File: src/rtl/core/kstoa_pkg.sv
package kstoa_pkg;

  localparam int unsigned SeqMax = 4;

  localparam logic [7:0] PREFIX_EXT = 8'hE0;
  localparam logic [6:0] KEY_LSHIFT = 7'h2A;
  localparam logic [6:0] KEY_RSHIFT = 7'h36;
  localparam logic [6:0] KEY_CTRL   = 7'h1D;
  localparam logic [6:0] KEY_ALT    = 7'h38;
  localparam logic [6:0] KEY_CAPS   = 7'h3A;
  localparam logic [6:0] MAP_ROWS   = 7'h55;

  localparam logic [7:0] EXT_UP     = 8'h48;
  localparam logic [7:0] EXT_LEFT   = 8'h4B;
  localparam logic [7:0] EXT_RIGHT  = 8'h4D;
  localparam logic [7:0] EXT_DOWN   = 8'h50;
  localparam logic [7:0] EXT_HOME   = 8'h47;
  localparam logic [7:0] EXT_END    = 8'h4F;
  localparam logic [7:0] EXT_DEL    = 8'h53;

  localparam logic [7:0] CH_ESC     = 8'h1B;
  localparam logic [7:0] CH_BRACKET = 8'h5B;
  localparam logic [7:0] CH_LOWER_C = 8'h63;

  // Result sequence for one scancode; chars[0] goes out first.
  typedef struct packed {
    logic [SeqMax-1:0][7:0] chars;
    logic [2:0]             cnt;
    logic                   irq;
  } kstoa_seq_t;

  // Keymap ROM: returns {shifted, plain}.
  function automatic logic [15:0] keymap(input logic [6:0] code);
    logic [15:0] row;
    case (code)
      7'h01: row = 16'h0101;
      7'h02: row = 16'h2131;
      7'h03: row = 16'h4032;
      7'h04: row = 16'h2333;
      7'h05: row = 16'h2434;
      7'h06: row = 16'h2535;
      7'h07: row = 16'h5E36;
      7'h08: row = 16'h2637;
      7'h09: row = 16'h2A38;
      7'h0A: row = 16'h2839;
      7'h0B: row = 16'h2930;
      7'h0C: row = 16'h5F2D;
      7'h0D: row = 16'h2B3D;
      7'h0E: row = 16'h7F7F;
      7'h0F: row = 16'h0909;
      7'h10: row = 16'h5171;
      7'h11: row = 16'h5777;
      7'h12: row = 16'h4565;
      7'h13: row = 16'h5272;
      7'h14: row = 16'h5474;
      7'h15: row = 16'h5979;
      7'h16: row = 16'h5575;
      7'h17: row = 16'h4969;
      7'h18: row = 16'h4F6F;
      7'h19: row = 16'h5070;
      7'h1A: row = 16'h7B5B;
      7'h1B: row = 16'h7D5D;
      7'h1C: row = 16'h0A0A;
      7'h1E: row = 16'h4161;
      7'h1F: row = 16'h5373;
      7'h20: row = 16'h4464;
      7'h21: row = 16'h4666;
      7'h22: row = 16'h4767;
      7'h23: row = 16'h4868;
      7'h24: row = 16'h4A6A;
      7'h25: row = 16'h4B6B;
      7'h26: row = 16'h4C6C;
      7'h27: row = 16'h3A3B;
      7'h28: row = 16'h2227;
      7'h29: row = 16'h7E60;
      7'h2B: row = 16'h7C5C;
      7'h2C: row = 16'h5A7A;
      7'h2D: row = 16'h5878;
      7'h2E: row = 16'h4363;
      7'h2F: row = 16'h5676;
      7'h30: row = 16'h4262;
      7'h31: row = 16'h4E6E;
      7'h32: row = 16'h4D6D;
      7'h33: row = 16'h3C2C;
      7'h34: row = 16'h3E2E;
      7'h35: row = 16'h3F2F;
      7'h37: row = 16'h2A2A;
      7'h39: row = 16'h2020;
      7'h47: row = 16'h3737;
      7'h48: row = 16'h0303;
      7'h49: row = 16'h3939;
      7'h4A: row = 16'h2D2D;
      7'h4B: row = 16'h3434;
      7'h4C: row = 16'h3535;
      7'h4D: row = 16'h3636;
      7'h4E: row = 16'h2B2B;
      7'h4F: row = 16'h3131;
      7'h50: row = 16'h0505;
      7'h51: row = 16'h3333;
      7'h52: row = 16'h3030;
      7'h53: row = 16'h2E2E;
      default: row = 16'h0000;
    endcase
    return row;
  endfunction

endpackage

File: src/rtl/core/keyboard_scancode_to_ascii.sv
// Channel   | Dir | Ports                    | Carries
// ----------+-----+--------------------------+-----------------------------------
// in_       | in  | tvalid tready tdata      | one scancode byte per request
// out_      | out | tvalid tready tdata      | one result byte per request
//           |     | tuser tlast              | tuser = interrupt request, tlast =
//           |     |                          | final result of the scancode
//
// A scancode is registered on accept, decoded once the sequence register is free
// and its result bytes (none, one, three or four) are loaded into a sequence
// register that sends one byte per cycle while the output is not stalled.
// Reset clears the key bits, the prefix flag and both valid registers.
// A stalled output holds the sequence; a new scancode waits in the input
// register and is still accepted while the last byte of a sequence leaves.
module keyboard_scancode_to_ascii import kstoa_pkg::*; (
  input  logic       clk,
  input  logic       rst_n,
  input  logic       in_tvalid,
  output logic       in_tready,
  input  logic [7:0] in_tdata,   // [7:0] scan_byte
  output logic       out_tvalid,
  input  logic       out_tready,
  output logic [7:0] out_tdata,  // [7:0] char_out
  output logic       out_tuser,  // [0] interrupt_request
  output logic       out_tlast
);

  logic       in_valid_r;
  logic [7:0] in_byte_r;

  logic [SeqMax-1:0][7:0] chars_r, chars_nxt;
  logic [2:0]             cnt_r, cnt_nxt;
  logic                   irq_r, irq_nxt;

  logic       seq_free;
  logic       decode_fire;
  logic       out_fire;
  kstoa_seq_t dec_seq;

  // The sequence register is free when empty or when its last byte leaves now.
  assign out_fire    = out_tvalid & out_tready;
  assign seq_free    = (cnt_r == 3'd0) | ((cnt_r == 3'd1) & out_tready);
  assign decode_fire = in_valid_r & seq_free;
  assign in_tready   = ~in_valid_r | seq_free;

  kstoa_decode u_decode (
    .clk       (clk),
    .rst_n     (rst_n),
    .fire      (decode_fire),
    .scan_byte (in_byte_r),
    .seq       (dec_seq)
  );

  // Input register: hold the request until the decoder can take it.
  always_ff @(posedge clk) begin
    if (!rst_n) begin
      in_valid_r <= 1'b0;
    end else if (in_tready) begin
      in_valid_r <= in_tvalid;
    end
  end

  always_ff @(posedge clk) begin
    if (in_tvalid && in_tready) begin
      in_byte_r <= in_tdata;
    end
  end

  // Sequence register: load on decode, advance one byte per output request.
  always_comb begin
    chars_nxt = chars_r;
    cnt_nxt   = cnt_r;
    irq_nxt   = irq_r;
    if (decode_fire) begin
      chars_nxt = dec_seq.chars;
      cnt_nxt   = dec_seq.cnt;
      irq_nxt   = dec_seq.irq;
    end else if (out_fire) begin
      chars_nxt = {8'h00, chars_r[SeqMax-1:1]};
      cnt_nxt   = cnt_r - 3'd1;
    end
  end

  always_ff @(posedge clk) begin
    if (!rst_n) begin
      cnt_r <= 3'd0;
    end else begin
      cnt_r <= cnt_nxt;
    end
  end

  always_ff @(posedge clk) begin
    chars_r <= chars_nxt;
    irq_r   <= irq_nxt;
  end

  assign out_tvalid = (cnt_r != 3'd0);
  assign out_tdata  = chars_r[0];
  assign out_tuser  = irq_r;
  assign out_tlast  = (cnt_r == 3'd1);

endmodule

File: src/rtl/core/kstoa_decode.sv
// Scancode decoder: modifier and prefix state, keymap lookup, escape sequences.
module kstoa_decode import kstoa_pkg::*; (
  input  logic       clk,
  input  logic       rst_n,
  input  logic       fire,
  input  logic [7:0] scan_byte,
  output kstoa_seq_t seq
);

  // Only the modifier keys are ever read back, so only their bits are kept.
  logic ext_r, ext_nxt;
  logic lshift_r, rshift_r, ctrl_r, alt_r, caps_r;
  logic lshift_nxt, rshift_nxt, ctrl_nxt, alt_nxt, caps_nxt;

  logic        press;
  logic [6:0]  code;
  logic        shift;
  logic        col;
  logic [15:0] row;
  logic [7:0]  ch;

  always_comb begin
    press      = ~scan_byte[7];
    code       = scan_byte[6:0];
    ext_nxt    = ext_r;
    lshift_nxt = lshift_r;
    rshift_nxt = rshift_r;
    ctrl_nxt   = ctrl_r;
    alt_nxt    = alt_r;
    caps_nxt   = caps_r;
    seq        = '0;
    shift      = 1'b0;
    col        = 1'b0;
    row        = '0;
    ch         = '0;

    if (ext_r) begin
      ext_nxt       = 1'b0;
      seq.chars[0]  = CH_ESC;
      seq.chars[1]  = CH_BRACKET;
      seq.cnt       = 3'd3;
      case (scan_byte)
        EXT_UP:    seq.chars[2] = 8'h41;
        EXT_LEFT:  seq.chars[2] = 8'h44;
        EXT_RIGHT: seq.chars[2] = 8'h43;
        EXT_DOWN:  seq.chars[2] = 8'h42;
        EXT_HOME:  seq.chars[2] = 8'h48;
        EXT_END:   seq.chars[2] = 8'h46;
        EXT_DEL: begin
          seq.chars[2] = 8'h33;
          seq.chars[3] = 8'h7E;
          seq.cnt      = 3'd4;
        end
        default: seq = '0;
      endcase
    end else if (scan_byte == PREFIX_EXT) begin
      ext_nxt = 1'b1;
    end else begin
      if (code == KEY_LSHIFT) lshift_nxt = press;
      if (code == KEY_RSHIFT) rshift_nxt = press;
      if (code == KEY_CTRL)   ctrl_nxt   = press;
      if (code == KEY_ALT)    alt_nxt    = press;
      if (code == KEY_CAPS)   caps_nxt   = press;
      // Look up with the key bits as they stand after this code.
      shift = lshift_nxt | rshift_nxt;
      col   = shift ^ caps_nxt;
      row   = keymap(code);
      ch    = col ? row[15:8] : row[7:0];
      if (press && (code < MAP_ROWS) && (ch != 8'h00)) begin
        seq.cnt = 3'd1;
        if (ch == CH_LOWER_C && ctrl_nxt && !shift && !alt_nxt) begin
          seq.irq = 1'b1;
        end else begin
          seq.chars[0] = ch;
        end
      end
    end
  end

  always_ff @(posedge clk) begin
    if (!rst_n) begin
      ext_r    <= 1'b0;
      lshift_r <= 1'b0;
      rshift_r <= 1'b0;
      ctrl_r   <= 1'b0;
      alt_r    <= 1'b0;
      caps_r   <= 1'b0;
    end else if (fire) begin
      ext_r    <= ext_nxt;
      lshift_r <= lshift_nxt;
      rshift_r <= rshift_nxt;
      ctrl_r   <= ctrl_nxt;
      alt_r    <= alt_nxt;
      caps_r   <= caps_nxt;
    end
  end

endmodule

File: config.mk
export PLATFORM = sky130hd
export DESIGN_NAME = keyboard_scancode_to_ascii
export DESIGN_NICKNAME = d
export VERILOG_FILES = /design/src/rtl/core/kstoa_pkg.sv /design/src/rtl/core/keyboard_scancode_to_ascii.sv /design/src/rtl/core/kstoa_decode.sv
export SDC_FILE = /design/constraint.sdc
export NUM_CORES = 1
export LEC_CHECK = 0
export BUFFER_PORTS_ARGS = -buffer_cell sky130_fd_sc_hd__buf_2
export CAP_MARGIN = 20
export CORE_MARGIN = 2
export CORE_UTILIZATION = 37
export CTS_CLUSTER_DIAMETER = 50
export DETAILED_ROUTE_END_ITERATION = 12
export GPL_TIMING_DRIVEN = 1
export SLEW_MARGIN = 10
export SYNTH_ARGS = -nofsm -noshare
export SYNTH_HDL_FRONTEND = slang
export SYNTH_SLANG_ARGS = --single-unit
File: constraint.sdc
create_clock -name clk -period 3.14 [get_ports clk]
set_input_delay 0.471 -clock clk [delete_from_list [all_inputs] [get_ports clk]]
set_output_delay 0.471 -clock clk [all_outputs]
set_load 0.01 [all_outputs]
==> metrics.cfg <==
[run_status]
status=completed

[timing]
worst_pin_slew_ps=775
fmax_mhz=336
tns_ps=0
rsz0062_at_grt=no
layout_min_cycle_time_ps=2970
fin_worst_skew_ps=7.67
finalSetupViolCount=0
finalHoldViolCount=0
drv_slew=0
slew_headroom_pct=47.0
period_share_pct=94.7

[logic_synthesis]
synthArstFlopShare_pct=0
synth_top_area_share_pct=19.3
netlist-cell-type-count=81
synthCells=572
synth_edf_count=30
synth.yosys.seq_area_share_pct=29.6
syn_area_sq_mm=0.00466
yosys_register_bits=54
synth.area.top_cells=edfxtp_1 19%, dfxtp_1 10%, mux2i_1 5.6%
yosysWarnings=0
synth_flop_cell=edfxtp_1
synth_nets=598
syn-mean-instance-area_sq_um=8.15
synth_top_cell_by_area=edfxtp_1

[die]
start_util_pct=38.3
ios=24
rows=40
die_w_um=116
core_area_sq_mm=0.0122
die_h_um=116
die-area_sq_mm=0.0135

[clock_tree]
cts_buffers=5
cts.reportedPaths.clkPinSlew_ps=80
cts_buffer_depth=2
root_buffer=clkbuf_16
clk-insertion-delay-late_ps=300
h-tree-depth=2
cts_tree=done
cts.sinks=54
hold_buffers=0

[detailed_routing]
wl_per_cell_um=21.0
vias=4636
drtIter0Drc=611
dr.pass1.iters=5
viasPerCell=6.12
drc=0
ant_nets=0
drt_wl_total_um=16000

[pwr]
total_power_mw=3.96
peakVddDrop_mv=0.273
power.leakage_nw=2.03
power.density_mw_per_mm2=759

[layout]
diodes=0
utilization_pct=42.8
seqCellArea_sq_mm=0.00138
fin_cells=758
layout.nets=615
multi_input_area_sq_mm=0.00296
area_growth_pct=11.8
fin_area_sq_mm=0.00521
num-fill-cells=1231
drive_gt1_share_pct=16.4

[worst_setup_path]
arrival_ps=3140
reg2reg_slack_ps=170
path_max_fanout=7
cp-startpoint=cnt_r[0]
crit_type=reg -> reg
cp.required_ps=3310
reg2reg_from=cnt_r[0]
critical_path.startpoint_type=flip-flop
rr_worst_depth=13
cp-end-kind=flip-flop

[placed_design]
placed_cells=747
place.gp.congestion=0.992
io_buffer_count=22
postPlaceCellArea_sq_mm=0.00502
dp_hpwl_um=11700

[global_route]
antenna_found_initial=0
grt_max_degree=38
grtUsageTotal_pct=24.5
grt_pass1_vias=4379
grt_pass1_wl_um=25400
overflow=0

[min_path]
hp-class=in -> reg

[job]
timing.max_cap.violations=0

stage by stage:
step                setup WS (ps)  hold WS [ps]
floorplan                    15.8           486
CTS                          29.8           355
global route                 57.4           366
detailed placement           75.4           524
global placement             74.9           508
finish                        166           355
report_power, final:
part / switching [mW] / internal [mW] / leakage [nW] / total, mW
sequential: 0.187 / 1.10 / 0.491 / 1.29
clock: 0.277 / 0.299 / 0.0664 / 0.576
combinational: 1.29 / 0.799 / 1.48 / 2.09
total: 1.76 / 2.20 / 2.03 / 3.96
cell type report:
| class | count | share of cell area [%] |
|---|---|---|
| Sequential cell | 54 | 26.5 |
| Multi-Input combinational cell | 442 | 56.7 |
| Clock buffer | 5 | 2.40 |
| Timing Repair Buffer | 61 | 8.05 |
| Clock inverter | 3 | 0.456 |
| Tap cell | 168 | 4.03 |
| Inverter | 25 | 1.80 |
worst max-delay path: stages, from the launching register on:
cell and delay, ps:
dfxtp_1 370, inv_1 100, ha_1 260, nand2b_4 170, o21ai_4 180, inv_2 100, mux2i_2 230, inv_2 100
ha_4 300, buf_4 150, or4_1 460, a31oi_1 190, o211a_1 180, o21ai_1 70
placed cells by master (no fill, tap or decap), types with 5 or more instances in the layout:
| cell type | n |
|---|---|
| buf_2 | 22 |
| nand2b_1 | 13 |
| nand3_1 | 18 |
| mux2i_1 | 25 |
| buf_4 | 37 |
| a22oi_1 | 8 |
| nor3_1 | 21 |
| a221oi_1 | 6 |
| ha_1 | 11 |
| and2_1 | 6 |
| clkbuf_16 | 5 |
| nor4_1 | 6 |
| edfxtp_1 | 30 |
| a21o_1 | 9 |
| dfxtp_1 | 24 |
| xnor2_1 | 5 |
| nand2_1 | 60 |
| nand4_1 | 5 |
| or3_1 | 7 |
| a21oi_1 | 33 |
| o31ai_1 | 7 |
| o21ai_0 | 33 |
| a31oi_1 | 10 |
| nor2_1 | 46 |
| inv_1 | 22 |
| o211ai_1 | 5 |
| a211oi_1 | 7 |
| nor2b_1 | 13 |
synth_stat cells (3+ instances only):
master / instances
dfxtp_1: 24
edfxtp_1: 30
nor2b_1: 13
a22oi_1: 8
o31ai_1: 7
mux2_2: 4
and2_1: 6
nand4_1: 5
a211oi_1: 7
o22ai_1: 4
or3_1: 7
mux2i_1: 26
nor2_1: 46
o2111ai_1: 4
a31oi_1: 10
xnor2_1: 5
nand3b_1: 3
buf_2: 14
nand3_1: 18
buf_1: 3
inv_1: 23
o41ai_1: 4
nor4_1: 6
ha_1: 14
nand2_1: 60
o211ai_1: 5
clkbuf_1: 22
a21oi_1: 33
nor3_1: 21
a21o_1: 9
nand2b_1: 14
o221ai_1: 3
a221oi_1: 6
buf_4: 11
o31ai_2: 4
and3_1: 4
o21ai_0: 35
cell families (layout without fill, tap and decap cells):
logic type	count (synthesis)	in the layout	synth area share, %
AND/OR/NAND/NOR	213	213	23.2
AO/OA/AOI/OAI	173	173	26.9
buffers and inverters	76	94	7.54
flip-flops	54	54	29.6
multiplexers	33	33	7.33
adder cells (fa/ha/maj)	15	15	3.97
XOR/XNOR	7	7	1.32
other	1	1	0.0805
per-layer routing:
layer	up-vias	global-route usage, %	share of wire (%)	routed length, um
met5	-	0	0	0
met4	0	11.1	4.5	721
met3	51	2.96	7.4	1180
met2	257	38.5	45	7150
met1	2183	33.6	43	6900
li1	2145	-	-	-
timing repair:
item	4_1_cts	5_1_grt
buffers inserted	0	3
resized for setup	0	8
setup endpoints to repair	0	9
worst min-delay path by stage:
stage                   start        endpoint  cells after the start
2_1_floorplan  u_decode.alt_r  u_decode.alt_r                      2
3_3_place_gp   u_decode.alt_r  u_decode.alt_r                      2
3_5_place_dp      chars_r[18]     chars_r[10]                      1
4_1_cts           in_tdata[7]    in_byte_r[7]                      1
5_1_grt           in_tdata[7]    in_byte_r[7]                      1
6_report          in_tdata[7]    in_byte_r[7]                      1
Note: power is estimated with default switching activity, not from simulation.
